**src/sv/msp_pkg.sv**
```systemverilog
`timescale 1ns / 1ps

package msp_pkg;

    // Timing constants, all in ms
    localparam logic [15:0] BLANK_WINDOW    = 16'd120;
    localparam logic [15:0] CONFIRM_WINDOW  = 16'd80;
    localparam logic [15:0] BACKOFF_WINDOW  = 16'd120;
    localparam logic [15:0] COOLDOWN_WINDOW = 16'd200;
    localparam logic [15:0] RETRY_CLEAR_MS  = 16'd1000;

    localparam logic [7:0]  MAX_RETRIES  = 8'd2;
    localparam logic [7:0]  RETRY_MAX    = 8'd255;
    localparam logic [2:0]  VOTES_NEEDED = 3'd3;

    // Angles in centidegrees
    localparam logic signed [17:0] MARGIN_CDEG  = 18'sd200;
    localparam logic signed [17:0] BACKOFF_CDEG = 18'sd400;

    localparam int CFG_DATA_W = 16;
    localparam int CFG_IDX_W  = 3;

    typedef enum logic [1:0] {
        MODE_NORMAL   = 2'd0,
        MODE_BACKOFF  = 2'd1,
        MODE_COOLDOWN = 2'd2,
        MODE_FAULT    = 2'd3
    } mode_t;

    typedef enum logic [CFG_IDX_W-1:0] {
        CFG_MIN_ANGLE        = 3'd0,
        CFG_MAX_ANGLE        = 3'd1,
        CFG_CMD_DIR_POSITIVE = 3'd2,
        CFG_CMD_THRESHOLD    = 3'd3,
        CFG_TORQUE_THRESHOLD = 3'd4,
        CFG_SPEED_THRESHOLD  = 3'd5,
        CFG_ERROR_THRESHOLD  = 3'd6,
        CFG_BACKOFF_LIMIT    = 3'd7
    } cfg_idx_t;

    typedef struct packed {
        logic signed [15:0] min_angle;
        logic signed [15:0] max_angle;
        logic               cmd_dir_positive;
        logic [14:0]        cmd_threshold;
        logic [14:0]        torque_threshold;
        logic [14:0]        speed_threshold;
        logic [15:0]        error_threshold;
        logic [14:0]        backoff_limit;
    } msp_cfg_t;

    typedef struct packed {
        logic signed [15:0] target_angle;
        logic signed [15:0] feedback_angle;
        logic signed [15:0] speed;
        logic signed [15:0] raw_cmd;
        logic signed [15:0] torque_fb;
        logic [15:0]        elapsed_ms;
        logic               active;
        logic               clear_fault;
        logic               blank_timers;
    } msp_in_t;

    typedef struct packed {
        logic signed [15:0] out_cmd;
        logic signed [15:0] out_target;
        logic [1:0]         protect_state;
        logic               fault;
        logic               loop_reset;
        logic signed [15:0] reset_target;
    } msp_out_t;

endpackage

```
**src/sv/msp_if.sv**
```systemverilog
`timescale 1ns / 1ps

interface msp_in_if import msp_pkg::*; ();
    logic    valid;
    logic    ready;
    msp_in_t data;

    modport source (output valid, output data, input ready);
    modport sink (input valid, input data, output ready);
endinterface

interface msp_out_if import msp_pkg::*; ();
    logic     valid;
    logic     ready;
    msp_out_t data;

    modport source (output valid, output data, input ready);
    modport sink (input valid, input data, output ready);
endinterface

```
**src/sv/motor_stall_protection_unit.sv**
```systemverilog
`timescale 1ns / 1ps

// Stall protection for one position-controlled axis. Each input word is one
// control tick and gives exactly one result word, in order. A word is taken
// into an input register, and when it moves on, its whole update (stall
// vote, timers, mode change, protected command) is worked out in one pass and
// written to the result register together with the protection state. Both
// registers move together, so one word is accepted every clock cycle while
// the result channel is not stalled; a word goes through the input register
// and then the result register before it is presented on the result channel.
// The rate is set by the one-pass state update in msp_step. The input side
// keeps accepting while a result waits, until both stages are full.
// Configuration registers are written through cfg_we/cfg_index/cfg_data and
// must only change while no word is in flight.

module motor_stall_protection_unit import msp_pkg::*;
(
    input  logic                  clk,
    input  logic                  rst_n,
    input  logic                  cfg_we,
    input  logic [CFG_IDX_W-1:0]  cfg_index,
    input  logic [CFG_DATA_W-1:0] cfg_data,
    msp_in_if.sink                ctl,
    msp_out_if.source             res
);

    msp_cfg_t cfg;

    // Input stage
    logic     in_valid_reg;
    logic     in_valid_next;
    msp_in_t  in_data_reg;

    // Result stage
    logic     out_valid_reg;
    logic     out_valid_next;
    msp_out_t out_data_reg;
    msp_out_t step_result;

    logic     advance;
    logic     take;

    msp_cfg u_cfg (
        .clk       (clk),
        .rst_n     (rst_n),
        .cfg_we    (cfg_we),
        .cfg_index (cfg_index),
        .cfg_data  (cfg_data),
        .cfg       (cfg)
    );

    // The step unit owns the protection state; it commits only when the
    // word in the input register moves into the result register.
    msp_step u_step (
        .clk     (clk),
        .rst_n   (rst_n),
        .advance (advance),
        .item    (in_data_reg),
        .cfg     (cfg),
        .result  (step_result)
    );

    // Move forward when the result slot is free or is being emptied now
    assign advance   = in_valid_reg && (!out_valid_reg || res.ready);
    assign ctl.ready = !in_valid_reg || advance;
    assign take      = ctl.valid && ctl.ready;

    always_comb
    begin
        in_valid_next = in_valid_reg;
        if (take)
            in_valid_next = 1'b1;
        else if (advance)
            in_valid_next = 1'b0;

        out_valid_next = out_valid_reg;
        if (advance)
            out_valid_next = 1'b1;
        else if (res.ready)
            out_valid_next = 1'b0;
    end

    always_ff @(posedge clk or negedge rst_n)
    begin
        if (!rst_n)
        begin
            in_valid_reg  <= 1'b0;
            out_valid_reg <= 1'b0;
        end
        else
        begin
            in_valid_reg  <= in_valid_next;
            out_valid_reg <= out_valid_next;
        end
    end

    // Payload registers carry no reset
    always_ff @(posedge clk)
    begin
        if (take)
            in_data_reg <= ctl.data;
        if (advance)
            out_data_reg <= step_result;
    end

    assign res.valid = out_valid_reg;
    assign res.data  = out_data_reg;

endmodule

```
**src/sv/msp_cfg.sv**
```systemverilog
`timescale 1ns / 1ps

module msp_cfg import msp_pkg::*;
(
    input  logic                  clk,
    input  logic                  rst_n,
    input  logic                  cfg_we,
    input  logic [CFG_IDX_W-1:0]  cfg_index,
    input  logic [CFG_DATA_W-1:0] cfg_data,
    output msp_cfg_t              cfg
);

    msp_cfg_t cfg_reg;
    msp_cfg_t cfg_next;

    always_comb
    begin
        cfg_next = cfg_reg;
        if (cfg_we)
        begin
            case (cfg_idx_t'(cfg_index))
                CFG_MIN_ANGLE:        cfg_next.min_angle        = $signed(cfg_data);
                CFG_MAX_ANGLE:        cfg_next.max_angle        = $signed(cfg_data);
                CFG_CMD_DIR_POSITIVE: cfg_next.cmd_dir_positive = cfg_data[0];
                CFG_CMD_THRESHOLD:    cfg_next.cmd_threshold    = cfg_data[14:0];
                CFG_TORQUE_THRESHOLD: cfg_next.torque_threshold = cfg_data[14:0];
                CFG_SPEED_THRESHOLD:  cfg_next.speed_threshold  = cfg_data[14:0];
                CFG_ERROR_THRESHOLD:  cfg_next.error_threshold  = cfg_data;
                CFG_BACKOFF_LIMIT:    cfg_next.backoff_limit    = cfg_data[14:0];
                default:              cfg_next = cfg_reg;
            endcase
        end
    end

    always_ff @(posedge clk or negedge rst_n)
    begin
        if (!rst_n)
        begin
            cfg_reg.min_angle        <= -16'sd3000;
            cfg_reg.max_angle        <= 16'sd3000;
            cfg_reg.cmd_dir_positive <= 1'b1;
            cfg_reg.cmd_threshold    <= 15'd3500;
            cfg_reg.torque_threshold <= 15'd700;
            cfg_reg.speed_threshold  <= 15'd150;
            cfg_reg.error_threshold  <= 16'd250;
            cfg_reg.backoff_limit    <= 15'd2500;
        end
        else
        begin
            cfg_reg <= cfg_next;
        end
    end

    assign cfg = cfg_reg;

endmodule

```
**src/sv/msp_step.sv**
```systemverilog
`timescale 1ns / 1ps

module msp_step import msp_pkg::*;
(
    input  logic     clk,
    input  logic     rst_n,
    input  logic     advance,
    input  msp_in_t  item,
    input  msp_cfg_t cfg,
    output msp_out_t result
);

    mode_t              mode_reg, mode_next;
    logic [15:0]        state_timer_reg, state_timer_next;
    logic [15:0]        stall_timer_reg, stall_timer_next;
    logic [7:0]         retry_reg, retry_next;
    logic signed [15:0] btgt_reg, btgt_next;
    logic               active_prev_reg, active_prev_next;
    logic               req;

    logic [15:0]        dt;
    logic signed [15:0] lo, hi;
    logic signed [17:0] fb18, lo18, hi18, bt_raw;
    logic               near_hi, near_lo, outward;
    logic signed [16:0] err;
    logic [16:0]        abs_cmd, abs_trq, abs_spd, abs_err;
    logic [2:0]         votes;
    logic signed [15:0] bt_clamped;

    function automatic logic [15:0] sat_add16(input logic [15:0] a, input logic [15:0] b);
        logic [16:0] s;
        s = {1'b0, a} + {1'b0, b};
        return s[16] ? 16'hFFFF : s[15:0];
    endfunction

    function automatic logic [16:0] mag17(input logic signed [16:0] x);
        return x[16] ? 17'(-x) : 17'(x);
    endfunction

    // Per-word terms that do not depend on state
    assign dt   = (item.elapsed_ms == 16'd0) ? 16'd1 : item.elapsed_ms;
    assign lo   = (cfg.min_angle > cfg.max_angle) ? cfg.max_angle : cfg.min_angle;
    assign hi   = (cfg.min_angle > cfg.max_angle) ? cfg.min_angle : cfg.max_angle;
    assign fb18 = 18'(item.feedback_angle);
    assign lo18 = 18'(lo);
    assign hi18 = 18'(hi);

    assign near_hi = fb18 >= (hi18 - MARGIN_CDEG);
    assign near_lo = fb18 <= (lo18 + MARGIN_CDEG);

    always_comb
    begin
        outward = 1'b0;
        if (near_hi)
            outward = cfg.cmd_dir_positive ? (item.raw_cmd > 16'sd0) : (item.raw_cmd < 16'sd0);
        else if (near_lo)
            outward = cfg.cmd_dir_positive ? (item.raw_cmd < 16'sd0) : (item.raw_cmd > 16'sd0);
    end

    assign err     = 17'(item.target_angle) - 17'(item.feedback_angle);
    assign abs_cmd = mag17(17'(item.raw_cmd));
    assign abs_trq = mag17(17'(item.torque_fb));
    assign abs_spd = mag17(17'(item.speed));
    assign abs_err = mag17(err);

    assign votes = 3'(abs_cmd > {2'b00, cfg.cmd_threshold})
                 + 3'(abs_trq > {2'b00, cfg.torque_threshold})
                 + 3'(abs_spd < {2'b00, cfg.speed_threshold})
                 + 3'(abs_err > {1'b0, cfg.error_threshold});

    // Retreat target, 4 degrees away from the limit being hit, kept inside the range
    always_comb
    begin
        bt_raw = near_hi ? (fb18 - BACKOFF_CDEG) : (fb18 + BACKOFF_CDEG);
        if (bt_raw < lo18)
            bt_clamped = lo;
        else if (bt_raw > hi18)
            bt_clamped = hi;
        else
            bt_clamped = bt_raw[15:0];
    end

    // Next state
    always_comb
    begin
        mode_next        = mode_reg;
        state_timer_next = state_timer_reg;
        stall_timer_next = stall_timer_reg;
        retry_next       = retry_reg;
        btgt_next        = btgt_reg;
        active_prev_next = active_prev_reg;
        req              = 1'b0;

        if (item.active != active_prev_reg)
        begin
            active_prev_next = item.active;
            state_timer_next = '0;
            stall_timer_next = '0;
            if (!item.active)
            begin
                mode_next  = MODE_NORMAL;
                retry_next = '0;
                btgt_next  = '0;
            end
        end
        if (item.clear_fault)
        begin
            mode_next        = MODE_NORMAL;
            state_timer_next = '0;
            stall_timer_next = '0;
            retry_next       = '0;
        end
        if (item.blank_timers)
        begin
            state_timer_next = '0;
            stall_timer_next = '0;
        end

        if (item.active)
        begin
            case (mode_next)
                MODE_NORMAL:
                begin
                    state_timer_next = sat_add16(state_timer_next, dt);
                    if (state_timer_next >= RETRY_CLEAR_MS)
                        retry_next = '0;
                    if (state_timer_next < BLANK_WINDOW)
                        stall_timer_next = '0;
                    else if (votes >= VOTES_NEEDED)
                        stall_timer_next = sat_add16(stall_timer_next, dt);
                    else
                        stall_timer_next = '0;

                    if ((state_timer_next >= BLANK_WINDOW)
                        && (stall_timer_next >= CONFIRM_WINDOW))
                    begin
                        state_timer_next = '0;
                        stall_timer_next = '0;
                        if ((near_hi || near_lo) && outward)
                        begin
                            mode_next = MODE_BACKOFF;
                            if (retry_next < RETRY_MAX)
                                retry_next = retry_next + 8'd1;
                            btgt_next = bt_clamped;
                            req       = 1'b1;
                        end
                        else
                        begin
                            mode_next = MODE_FAULT;
                        end
                    end
                end
                MODE_BACKOFF:
                begin
                    state_timer_next = sat_add16(state_timer_next, dt);
                    if (state_timer_next >= BACKOFF_WINDOW)
                    begin
                        mode_next        = (retry_next > MAX_RETRIES) ? MODE_FAULT : MODE_COOLDOWN;
                        state_timer_next = '0;
                        stall_timer_next = '0;
                    end
                end
                MODE_COOLDOWN:
                begin
                    state_timer_next = sat_add16(state_timer_next, dt);
                    if (state_timer_next >= COOLDOWN_WINDOW)
                    begin
                        mode_next        = MODE_NORMAL;
                        state_timer_next = '0;
                        stall_timer_next = '0;
                    end
                end
                default:
                begin
                    // fault holds; its timers stay frozen
                end
            endcase
        end
    end

    // Result word
    always_comb
    begin
        result.out_cmd       = item.raw_cmd;
        result.out_target    = item.target_angle;
        result.protect_state = mode_next;
        result.fault         = (mode_next == MODE_FAULT);
        result.loop_reset    = req;
        result.reset_target  = req ? btgt_next : 16'sd0;
        if (item.active)
        begin
            case (mode_next)
                MODE_BACKOFF:
                begin
                    result.out_target = btgt_next;
                    if (cfg.backoff_limit == 15'd0)
                        result.out_cmd = 16'sd0;
                    else if (item.raw_cmd > $signed({1'b0, cfg.backoff_limit}))
                        result.out_cmd = $signed({1'b0, cfg.backoff_limit});
                    else if (item.raw_cmd < -$signed({1'b0, cfg.backoff_limit}))
                        result.out_cmd = -$signed({1'b0, cfg.backoff_limit});
                end
                MODE_COOLDOWN, MODE_FAULT:
                    result.out_cmd = 16'sd0;
                default:
                    result.out_cmd = item.raw_cmd;
            endcase
        end
    end

    always_ff @(posedge clk or negedge rst_n)
    begin
        if (!rst_n)
        begin
            mode_reg        <= MODE_NORMAL;
            state_timer_reg <= '0;
            stall_timer_reg <= '0;
            retry_reg       <= '0;
            btgt_reg        <= '0;
            active_prev_reg <= 1'b1;
        end
        else if (advance)
        begin
            mode_reg        <= mode_next;
            state_timer_reg <= state_timer_next;
            stall_timer_reg <= stall_timer_next;
            retry_reg       <= retry_next;
            btgt_reg        <= btgt_next;
            active_prev_reg <= active_prev_next;
        end
    end

endmodule
```
**src/flat_wrapper.sv**
```systemverilog
// flat-port wrapper written by rule: the top's interface ports become plain ports
module motor_stall_protection_unit_flat import msp_pkg::*;
  (clk, rst_n, cfg_we, cfg_index, cfg_data, ctl_valid, ctl_data, ctl_ready, res_valid, res_data, res_ready);
  msp_in_if ctl_i ();
  msp_out_if res_i ();
  input  logic clk;
  input  logic rst_n;
  input  logic cfg_we;
  input  logic [CFG_IDX_W-1:0] cfg_index;
  input  logic [CFG_DATA_W-1:0] cfg_data;
  input wire logic [$bits(ctl_i.valid)-1:0] ctl_valid;
  input wire logic [$bits(ctl_i.data)-1:0] ctl_data;
  output wire logic [$bits(ctl_i.ready)-1:0] ctl_ready;
  output wire logic [$bits(res_i.valid)-1:0] res_valid;
  output wire logic [$bits(res_i.data)-1:0] res_data;
  input wire logic [$bits(res_i.ready)-1:0] res_ready;
  assign ctl_i.valid = ctl_valid;
  assign ctl_i.data = ctl_data;
  assign ctl_ready = ctl_i.ready;
  assign res_valid = res_i.valid;
  assign res_data = res_i.data;
  assign res_i.ready = res_ready;
  motor_stall_protection_unit u_core (.clk(clk), .rst_n(rst_n), .cfg_we(cfg_we), .cfg_index(cfg_index), .cfg_data(cfg_data), .ctl(ctl_i), .res(res_i));
endmodule
```
**config.mk**
```make
export PLATFORM = sky130hd
export DESIGN_NAME = motor_stall_protection_unit_flat
export DESIGN_NICKNAME = d
export VERILOG_FILES = /design/src/sv/msp_pkg.sv /design/src/sv/msp_if.sv /design/src/sv/motor_stall_protection_unit.sv /design/src/sv/msp_cfg.sv /design/src/sv/msp_step.sv /design/src/flat_wrapper.sv
export SDC_FILE = /design/constraint.sdc
export NUM_CORES = 1
export LEC_CHECK = 0
export CORE_MARGIN = 2
export CORE_UTILIZATION = 30
export DETAILED_ROUTE_END_ITERATION = 16
export DONT_BUFFER_PORTS = 1
export GPL_TIMING_DRIVEN = 0
export PLACE_DENSITY = 0.44
export SYNTH_ARGS = -nofsm -noshare
export SYNTH_HDL_FRONTEND = slang
export SYNTH_SLANG_ARGS = --single-unit
```
**constraint.sdc**
```tcl
create_clock -name clk -period 9.5 [get_ports clk]
set_input_delay 1.9 -clock clk [delete_from_list [all_inputs] [get_ports clk]]
set_output_delay 1.9 -clock clk [all_outputs]
set_load 0.02 [all_outputs]
```
==> summary.md, run 1 <==
| Metric | Value |
|---|---|
| Global-route met3 utilization | 3.03% |
| Combinational Power Share | 64.4% |
| Share of the yosys chip area belonging to registers | approximately two fifths |
| Final setup violating endpoints | 0 |
| Root buffer cell | clkbuf_16 |
| TritonCTS clock tree | done |
| Final worst path period share | 96.5% |
| Register share of total power | 20.5% |
| Mean post-synth cell area | 9.62 µm² |
| Number of flip-flops in the largest register | 109 |
| Category of cells accounting for the largest share of critical-path delay | compound AO/OA/AOI/OAI gates |
| Detail-routed via count per cell | 5.27 |
| Number of hold buffers added after CTS | 0 |
| Instance area at placement | 0.0238 mm² |
| Combined buffer and inverter count along the critical path | 8 |
| Power per standard cell area | 395 mW/mm² |
| Net switching share of the total power | between 40% and 50% |
| Routed vias | 18.0k |
| Via count of the first global-routing pass | 18.4k |
| Clock H-tree levels | 2 |
| GP Congestion | 0.950 |
| Count of placed standard cells in the final layout, fillers left out | between 3k and 4k |
| Netlist Area Pre-Place | about 0.023 mm² |
| Final layout net count | 2783 |
| Net switching component of the power | a little under 5 mW |
| Global route hottest layer | met2 |
| Floorplan Core Area | 0.0744 mm² |
| Final ANT Viol Nets | 0 |
| Internal reg-to-reg setup slack | 0.33 ns |
| Worst-case clock buffer depth | 3 |
| Instance count along the most critical hold path | 2 |
| Die boundary height | 278 µm |
| Starting DRC count in detailed routing | between 1k and 1.5k |
| Internal power of the cells | 5.31 mW |
| Area of all sequential standard cells | 0.00884 mm² |
| Placed cell count | 3316 |
| Warnings, synthesis | 0 |
| Final count of pins violating max slew | 0 |
| Critical hold path startpoint | u_core.u_step.active_prev_reg |
| Fraction of registers with async set or reset after synthesis | a little over half |
| Worst max-slew margin expressed relative to the limit | 10.8% |
| Type of the worst setup path | reg2reg |
| Number of sinks driven by the clock tree | 321 |
| Number of flip-flops and latches in the synthesized netlist | 321 |
| Total Die Area | 0.0774 mm² |
| CP Data Required Time | roughly 10 ns |
| Max cap viols | 0 |
| Startpoint Class | flop |
| Worst Tran Pin Value | 1.33 ns |
| Final core utilization | between 30% and 40% |
| Fillers | 7454 |
| DRC viols | 0 |
| Starting density of the core | just over 30% |
| Max Fclk | 109 MHz |
| Number of antenna violations at the first check in global routing | 2 |
| Proportion of layout cells with a drive suffix above 1 | 14.5% |
| Commonest register cell after synthesis | edfxtp_1 |
| Max VDD drop | 0.374 mV |
| Area used by multi-input combinational logic | 0.0132 mm² |
| Number of buffers created by CTS | between 40 and 50 |
| GR Overflow Total | 0 |
| Syn_nets | roughly 2.7k |
| Total power of the final layout | 10.3 mW |
| Boundary pin count | 177 |
| Final hold violation count | 0 |
| Critical path fanouts, max | 10 |
| Area Growth Syn to Fin | 15.3% |
| Delay contributed by the slowest stage of the critical path | 0.57 ns |
| Nature of the critical path endpoint | flop |
| Distinct cell type count of the synthesized netlist | 103 |
| Clock Pin Slew Worst Setup and Hold Paths | 0.06 ns |
| EDFF count, synth | 151 |
| 1st-pass router iterations | 7 |
| Clock insertion delay at the later pin of the skew report | 0.57 ns |
| Row count | 100 |
| Worst min path class | reg2reg |
| Time the worst path needs with I/O delays and setup | slightly above 9 ns |
| Critical register-to-register path endpoint | u_core.res.data[31] |
| Hpwl dp | about 56000 µm |
| Synthesized instance count | 2343 |
| Setup clock skew after layout | 0.0192 ns |
| Total length of routed wires | 72300 µm |
| Arrival time of data at the critical path endpoint | around 9.5 ns |
| Combined global-route utilization of all metal layers | 18.5% |
| Cell area after layout | 0.0260 mm² |
| Number of buffers inserted by port buffering | 0 |
| Status | completed |
| Hold endpoint | u_core.u_step.active_prev_reg |
| Met1 Track Usage GR | 24.5% |
| Cell type of the slowest stage on the worst timing path | dfstp_2 |
| Worst r2r src | u_core.u_cfg.cfg[86] |
| Clock network power share | 15.1% |
| First-pass GRT wire length | 110000 µm |
| Leakage power | 10.6 nW |
| Largest net degree at the start of global routing | 171 |
| GR Util met2 | a little under a third |
| Routed length per placed instance | 21.1 µm |
| Die Width | 278 µm |
| Count of cells along the worst register-to-register path | 37 |
[routing by layer]
layer,part of all wire (%),up-vias
met3,4.6,104
li1,-,8698
met5,0,-
met2,47,426
met4,2.8,0
met1,46,8813
[worst max path at each step]
stage	start	end	depth (start not counted)
finish	u_core.u_cfg.cfg[86]	u_core.res.data[31]	37
global route	u_core.u_cfg.cfg[86]	u_core.res.data[20]	43
CTS	u_core.u_cfg.cfg[88]	u_core.res.data[20]	36
detailed placement	u_core.u_cfg.cfg[88]	u_core.res.data[32]	41
global placement	u_core.u_cfg.cfg[88]	u_core.res.data[32]	38
floorplan	u_core.u_cfg.cfg[88]	u_core.res.data[31]	41
[what timing repair did]
action / CTS / global route
resized for setup: 61 / 53
setup buffers: 14 / 19
cloned: 0 / 1
endpoints found under the setup margin: 59 / 65
pin swaps: 13 / 22
[cells in the final DEF, fill, tap and decap left out, drive strengths merged, types with 34 or more instances in the layout]
cell	instances
a21oi	128
and2	59
buf	50
clkbuf	116
dfrtp	126
dfstp	44
edfxtp	151
ha	233
inv	174
mux2	87
nand2	207
nand2b	34
nand3	54
nor2	156
nor3	41
o21a	35
o21ai	176
xnor2	90
[final cells by class]
cell class | count | area share [%]
multi-input cells | 1771 | 50.9
flip-flops and latches | 321 | 34.0
well taps | 969 | 4.66
clock buffers | 53 | 4.48
inverters | 174 | 2.53
repair buffers | 38 | 1.40
plain buffers | 75 | 1.31
clock inverters | 23 | 0.698
diodes | 1 | 0.00963
[worst reg2reg max path: cells and delay by family (launching register included)]
kind	cells	cell delay [ns]
multiplexers	1	0.34
XOR/XNOR	2	0.63
AND/OR/NAND/NOR	9	1.87
adder cells (fa/ha/maj)	4	1.13
buffers and inverters	8	1.60
flip-flops	1	0.57
AO/OA/AOI/OAI	13	2.82
[cell families (layout without fill, tap and decap cells)]
kind of cell             after synthesis  in the layout  share of synthesized area, %
AND/OR/NAND/NOR                      719            719                          16.0
AO/OA/AOI/OAI                        581            581                          16.8
adder cells (fa/ha/maj)              239            239                          13.4
multiplexers                         107            107                          5.27
flip-flops                           321            321                          39.2
buffers and inverters                251            363                          4.25
other                                  0              1                             0
XOR/XNOR                             125            125                          4.98
[power by group through the flow]
stage / Combinational, mW / Sequential [mW] / Clock (mW)
final: 6.61 / 2.10 / 1.55
after floorplan: 3.74 / 2.03 / 0
after CTS: 6.07 / 2.11 / 1.62
after detailed placement: 5.45 / 2.13 / 0
after global placement: 5.35 / 2.13 / 0
after global routing: 7.16 / 2.13 / 1.67
[stage by stage]
step | setup WS [ns] | TNS [ns] | hold slack (ns)
finish | 0.334 | 0 | 0.466
CTS | 0.00291 | 0 | 0.468
global placement | -3.57 | -156.17 | 0.452
detailed placement | -2.38 | -97.53 | 0.458
floorplan | 0.370 | 0 | 0.440
global route | -0.0805 | -0.604 | 0.493
[cells in the mapped netlist (58+ instances only)]
cell type / number / share of area [%]
ha_1: 233 / 13
edfxtp_1: 151 / 20
o21ai_0: 140 / 3.1
and2_1: 58 / 1.6
clkbuf_1: 66 / 1.1
mux2_2: 83 / 4.1
inv_1: 172 / 2.9
dfrtp_1: 126 / 14
a21oi_1: 127 / 2.8
nand2_1: 206 / 3.4
xnor2_1: 90 / 3.5
nor2_1: 154 / 2.6
Power figures use the tool's default switching activity.
==> run 2: changes to the inputs <==
TNS_END_PERCENT = 5   (was unset)
clock period = 8.13 ns   (was 9.5 ns; I/O delays follow)
==> run 2 against run 1 <==
  * The flow now finishes with violations (setup timing)
  * Via count grew 0.50%
  * Clock power is 23% higher
  * Power increased by 30%
  * Hold slack got worse by 0.00070 ns
  * Non-clock buffer count grew 30
  * Combinational power grew 35%
  * Register-to-register slack got worse by 0.82 ns
  * Maximum frequency rose by 6.4%
  * First-iteration DRC count shrank 0.97%
  * Critical path type unchanged
==> summary.md, run 2 (synthesis results as in run 1) <==
| Metric | Value |
|---|---|
| Status | finished with violations (was completed) |
| Count of cells along the worst register-to-register path | 38 (was 37) |
| Max Fclk | 116 MHz (was 109 MHz) |
| First-pass GRT wire length | 111000 µm (was 110000 µm) |
| Area Growth Syn to Fin | 19.0% (was 15.3%) |
| Failing checks | setup timing |
| Final ANT Viol Nets | 0 (unchanged) |
| Category of cells accounting for the largest share of critical-path delay | compound AO/OA/AOI/OAI gates (unchanged) |
| Uppermost metal layer occupied by signal nets | met5 (was met4) |
| Sum of negative setup slack | -17.05 ns (was 0 ns) |
| GR Overflow Total | 0 (unchanged) |
| Startpoint Class | flop (unchanged) |
| Clock Pin Slew Worst Setup and Hold Paths | 0.06 ns (about the same) |
| Most common cell after layout, fill and taps aside | ha_1 (unchanged) |
| GP Congestion | 0.875 (was 0.950) |
| Root buffer cell | clkbuf_16 (unchanged) |
| Max VDD drop | 0.415 mV (was 0.374 mV) |
| Final worst setup slack | -0.486 ns (was 0.334 ns) |
| Final worst path period share | 106% (was 96.5%) |
| Fillers | 7500 (was 7454) |
| DRC viols | 0 (unchanged) |
| Unrepaired setup endpoints after global routing | yes |
| Number of antenna violations at the first check in global routing | 5 (was 2) |
| Clock insertion delay at the later pin of the skew report | 0.59 ns (was 0.57 ns) |
| Instance count along the most critical hold path | 2 (unchanged) |
| Hpwl dp | 56200 µm (was 56300 µm) |
| Boundary pin count | 177 (unchanged) |
| Area used by multi-input combinational logic | 0.0136 mm² (was 0.0132 mm²) |
| Starting DRC count in detailed routing | 1128 (was 1139) |
| Post-placement setup slack | -2.92 ns (was -2.38 ns) |
| Final core utilization | 36.0% (was 34.9%) |
| Final layout net count | 2814 (was 2783) |
| Worst-case clock buffer depth | 3 (unchanged) |
| Type of the worst setup path | reg2reg (unchanged) |
| Most frequent cells in the layout | 220 x ha_1, 203 x nand2_1, 163 x inv_1 (was 227 x ha_1, 205 x nand2_1, 169 x inv_1) |
| Worst min path class | reg2reg (unchanged) |
| Hold endpoint | u_core.u_step.active_prev_reg (unchanged) |
| Internal reg-to-reg setup slack | -0.49 ns (was 0.33 ns) |
| Largest net degree at the start of global routing | 171 (unchanged) |
| Leakage power | 11.0 nW (was 10.6 nW) |
| Die boundary height | 278 µm (unchanged) |
| Time the worst path needs with I/O delays and setup | 8.62 ns (was 9.17 ns) |
| Routed vias | 18.1k (was 18.0k) |
| Setup clock skew after layout | 0.0243 ns (was 0.0192 ns) |
| Total Die Area | 0.0774 mm² (unchanged) |
| Total length of routed met3 wires | 3500 µm (was 3340 µm) |
| TritonCTS clock tree | done (unchanged) |
| Arrival time of data at the critical path endpoint | 9.03 ns (was 9.54 ns) |
| Worst r2r src | u_core.u_cfg.cfg[106] (was u_core.u_cfg.cfg[86]) |
| Die Width | 278 µm (unchanged) |
| Cell type of the slowest stage on the worst timing path | dfstp_2 (unchanged) |
| Starting density of the core | 30.3% (unchanged) |
| Final count of pins violating max slew | 0 (unchanged) |
| Routed length per placed instance | 21.2 µm (was 21.1 µm) |
| Worst max-slew margin expressed relative to the limit | 7.19% (was 10.8%) |
| Detail-routed via count per cell | 5.24 (was 5.27) |
| CP Data Required Time | 8.55 ns (was 9.87 ns) |
| Via count of the first global-routing pass | 18.3k (was 18.4k) |
| Worst Tran Pin Value | 1.38 ns (was 1.33 ns) |
| Number of buffers inserted by port buffering | 0 (unchanged) |
| Delay contributed by the slowest stage of the critical path | 0.57 ns (about the same) |
| Max cap viols | 0 (unchanged) |
| Combined global-route utilization of all metal layers | 18.7% (was 18.5%) |
| Critical path fanouts, max | 7 (was 10) |
| Sum of routed wire segments on met1 | 31900 µm (was 32900 µm) |
| Sum of met2 wire segment lengths after detailed routing | 36200 µm (was 34000 µm) |
| Nature of the critical path endpoint | flop (unchanged) |
| Number of sinks driven by the clock tree | 321 (unchanged) |
| Final setup violating endpoints | 48 (was 0) |
| 1st-pass router iterations | 5 (was 7) |
| Proportion of layout cells with a drive suffix above 1 | 18.1% (was 14.5%) |
| Number of hold buffers added after CTS | 0 (unchanged) |
| Critical hold path startpoint | u_core.u_step.active_prev_reg (unchanged) |
| Total length of routed wires | 73400 µm (was 72300 µm) |
| Clock H-tree levels | 2 (unchanged) |
| Floorplan Core Area | 0.0744 mm² (unchanged) |
| Total power of the final layout | 13.3 mW (was 10.3 mW) |
| Final hold violation count | 0 (unchanged) |
| Number of buffers created by CTS | 42 (was 41) |
| Area of all sequential standard cells | 0.00885 mm² (was 0.00884 mm²) |
| Number of flip-flops in the largest register | 109 (unchanged) |
| Tightest hold margin | 0.465 ns (was 0.466 ns) |
| Row count | 100 (unchanged) |
| Combined buffer and inverter count along the critical path | 6 (was 8) |
| Power per standard cell area | 496 mW/mm² (was 395 mW/mm²) |
| Most frequent cell on the critical path | mux2_4 |
| Critical register-to-register path endpoint | u_core.res.data[22] (was u_core.res.data[31]) |
## run 2: changes by cell type in the layout (fill, tap and decap cells not counted), sizes merged
| cell | delta |
|---|---|
| buf | +32 |
| clkbuf | +1 |
| clkinvlp | -4 |
| diode | +2 |
| bufinv | +2 |
| inv | -1 |
| clkinv | +2 |
## run 2: how the worst max path moves through the flow
stage               slack [ns]  depth (start not counted)             endpoint                  start
finish                   -0.49                         38  u_core.res.data[22]  u_core.u_cfg.cfg[106]
global route             -0.84                         42  u_core.res.data[33]   u_core.u_cfg.cfg[90]
CTS                      -0.38                         41  u_core.res.data[28]   u_core.u_cfg.cfg[82]
detailed placement       -2.92                         41  u_core.res.data[24]   u_core.u_cfg.cfg[89]
global placement         -2.90                         41  u_core.res.data[24]   u_core.u_cfg.cfg[89]
floorplan                -0.02                         39  u_core.res.data[21]   u_core.u_cfg.cfg[88]
## run 2: cell type report
type                       count  area share (%)
timing repair buffer          69            2.46
tap                          969            4.52
multi-input combinational   1771            50.7
buffer                        74            1.50
clock buffer                  56            4.42
clock inverter                22           0.919
antenna                        3          0.0280
sequential                   321            33.0
inverter                     174            2.49
## run 2: layer usage
layer	up-vias	GRT usage [%]
li1	8780	-
met1	8881	23.4
met2	371	33.2
met3	98	3.19
met4	2	4.80
met5	-	0
## run 2: what timing repair did
item,in CTS,in global routing
setup endpoints to repair,101,84
buffers inserted,60,6
gates cloned,1,1
gates resized for setup,145,45
pin swaps,59,35
endpoints found under the hold margin,0,0
## run 2: worst min-delay path, cell delays in order, from the launching register on
cell and delay [ns]:
dfstp_2 0.37, nand2_1 0.05, nand2_1 0.04
## run 2: where the power goes
group	internal, mW	total (mW)	switching [mW]
clock	1.13	1.91	0.782
combinational	3.97	8.95	4.98
sequential	2.11	2.46	0.344
total	7.22	13.3	6.10
## run 2: metrics by stage
stage                     cells  area (µm²)
after detailed placement   3314       24000
after global routing       3456       26800
final                      3459       26800
after floorplan            2343       22800
after global placement     3312       24000
after CTS                  3449       26600
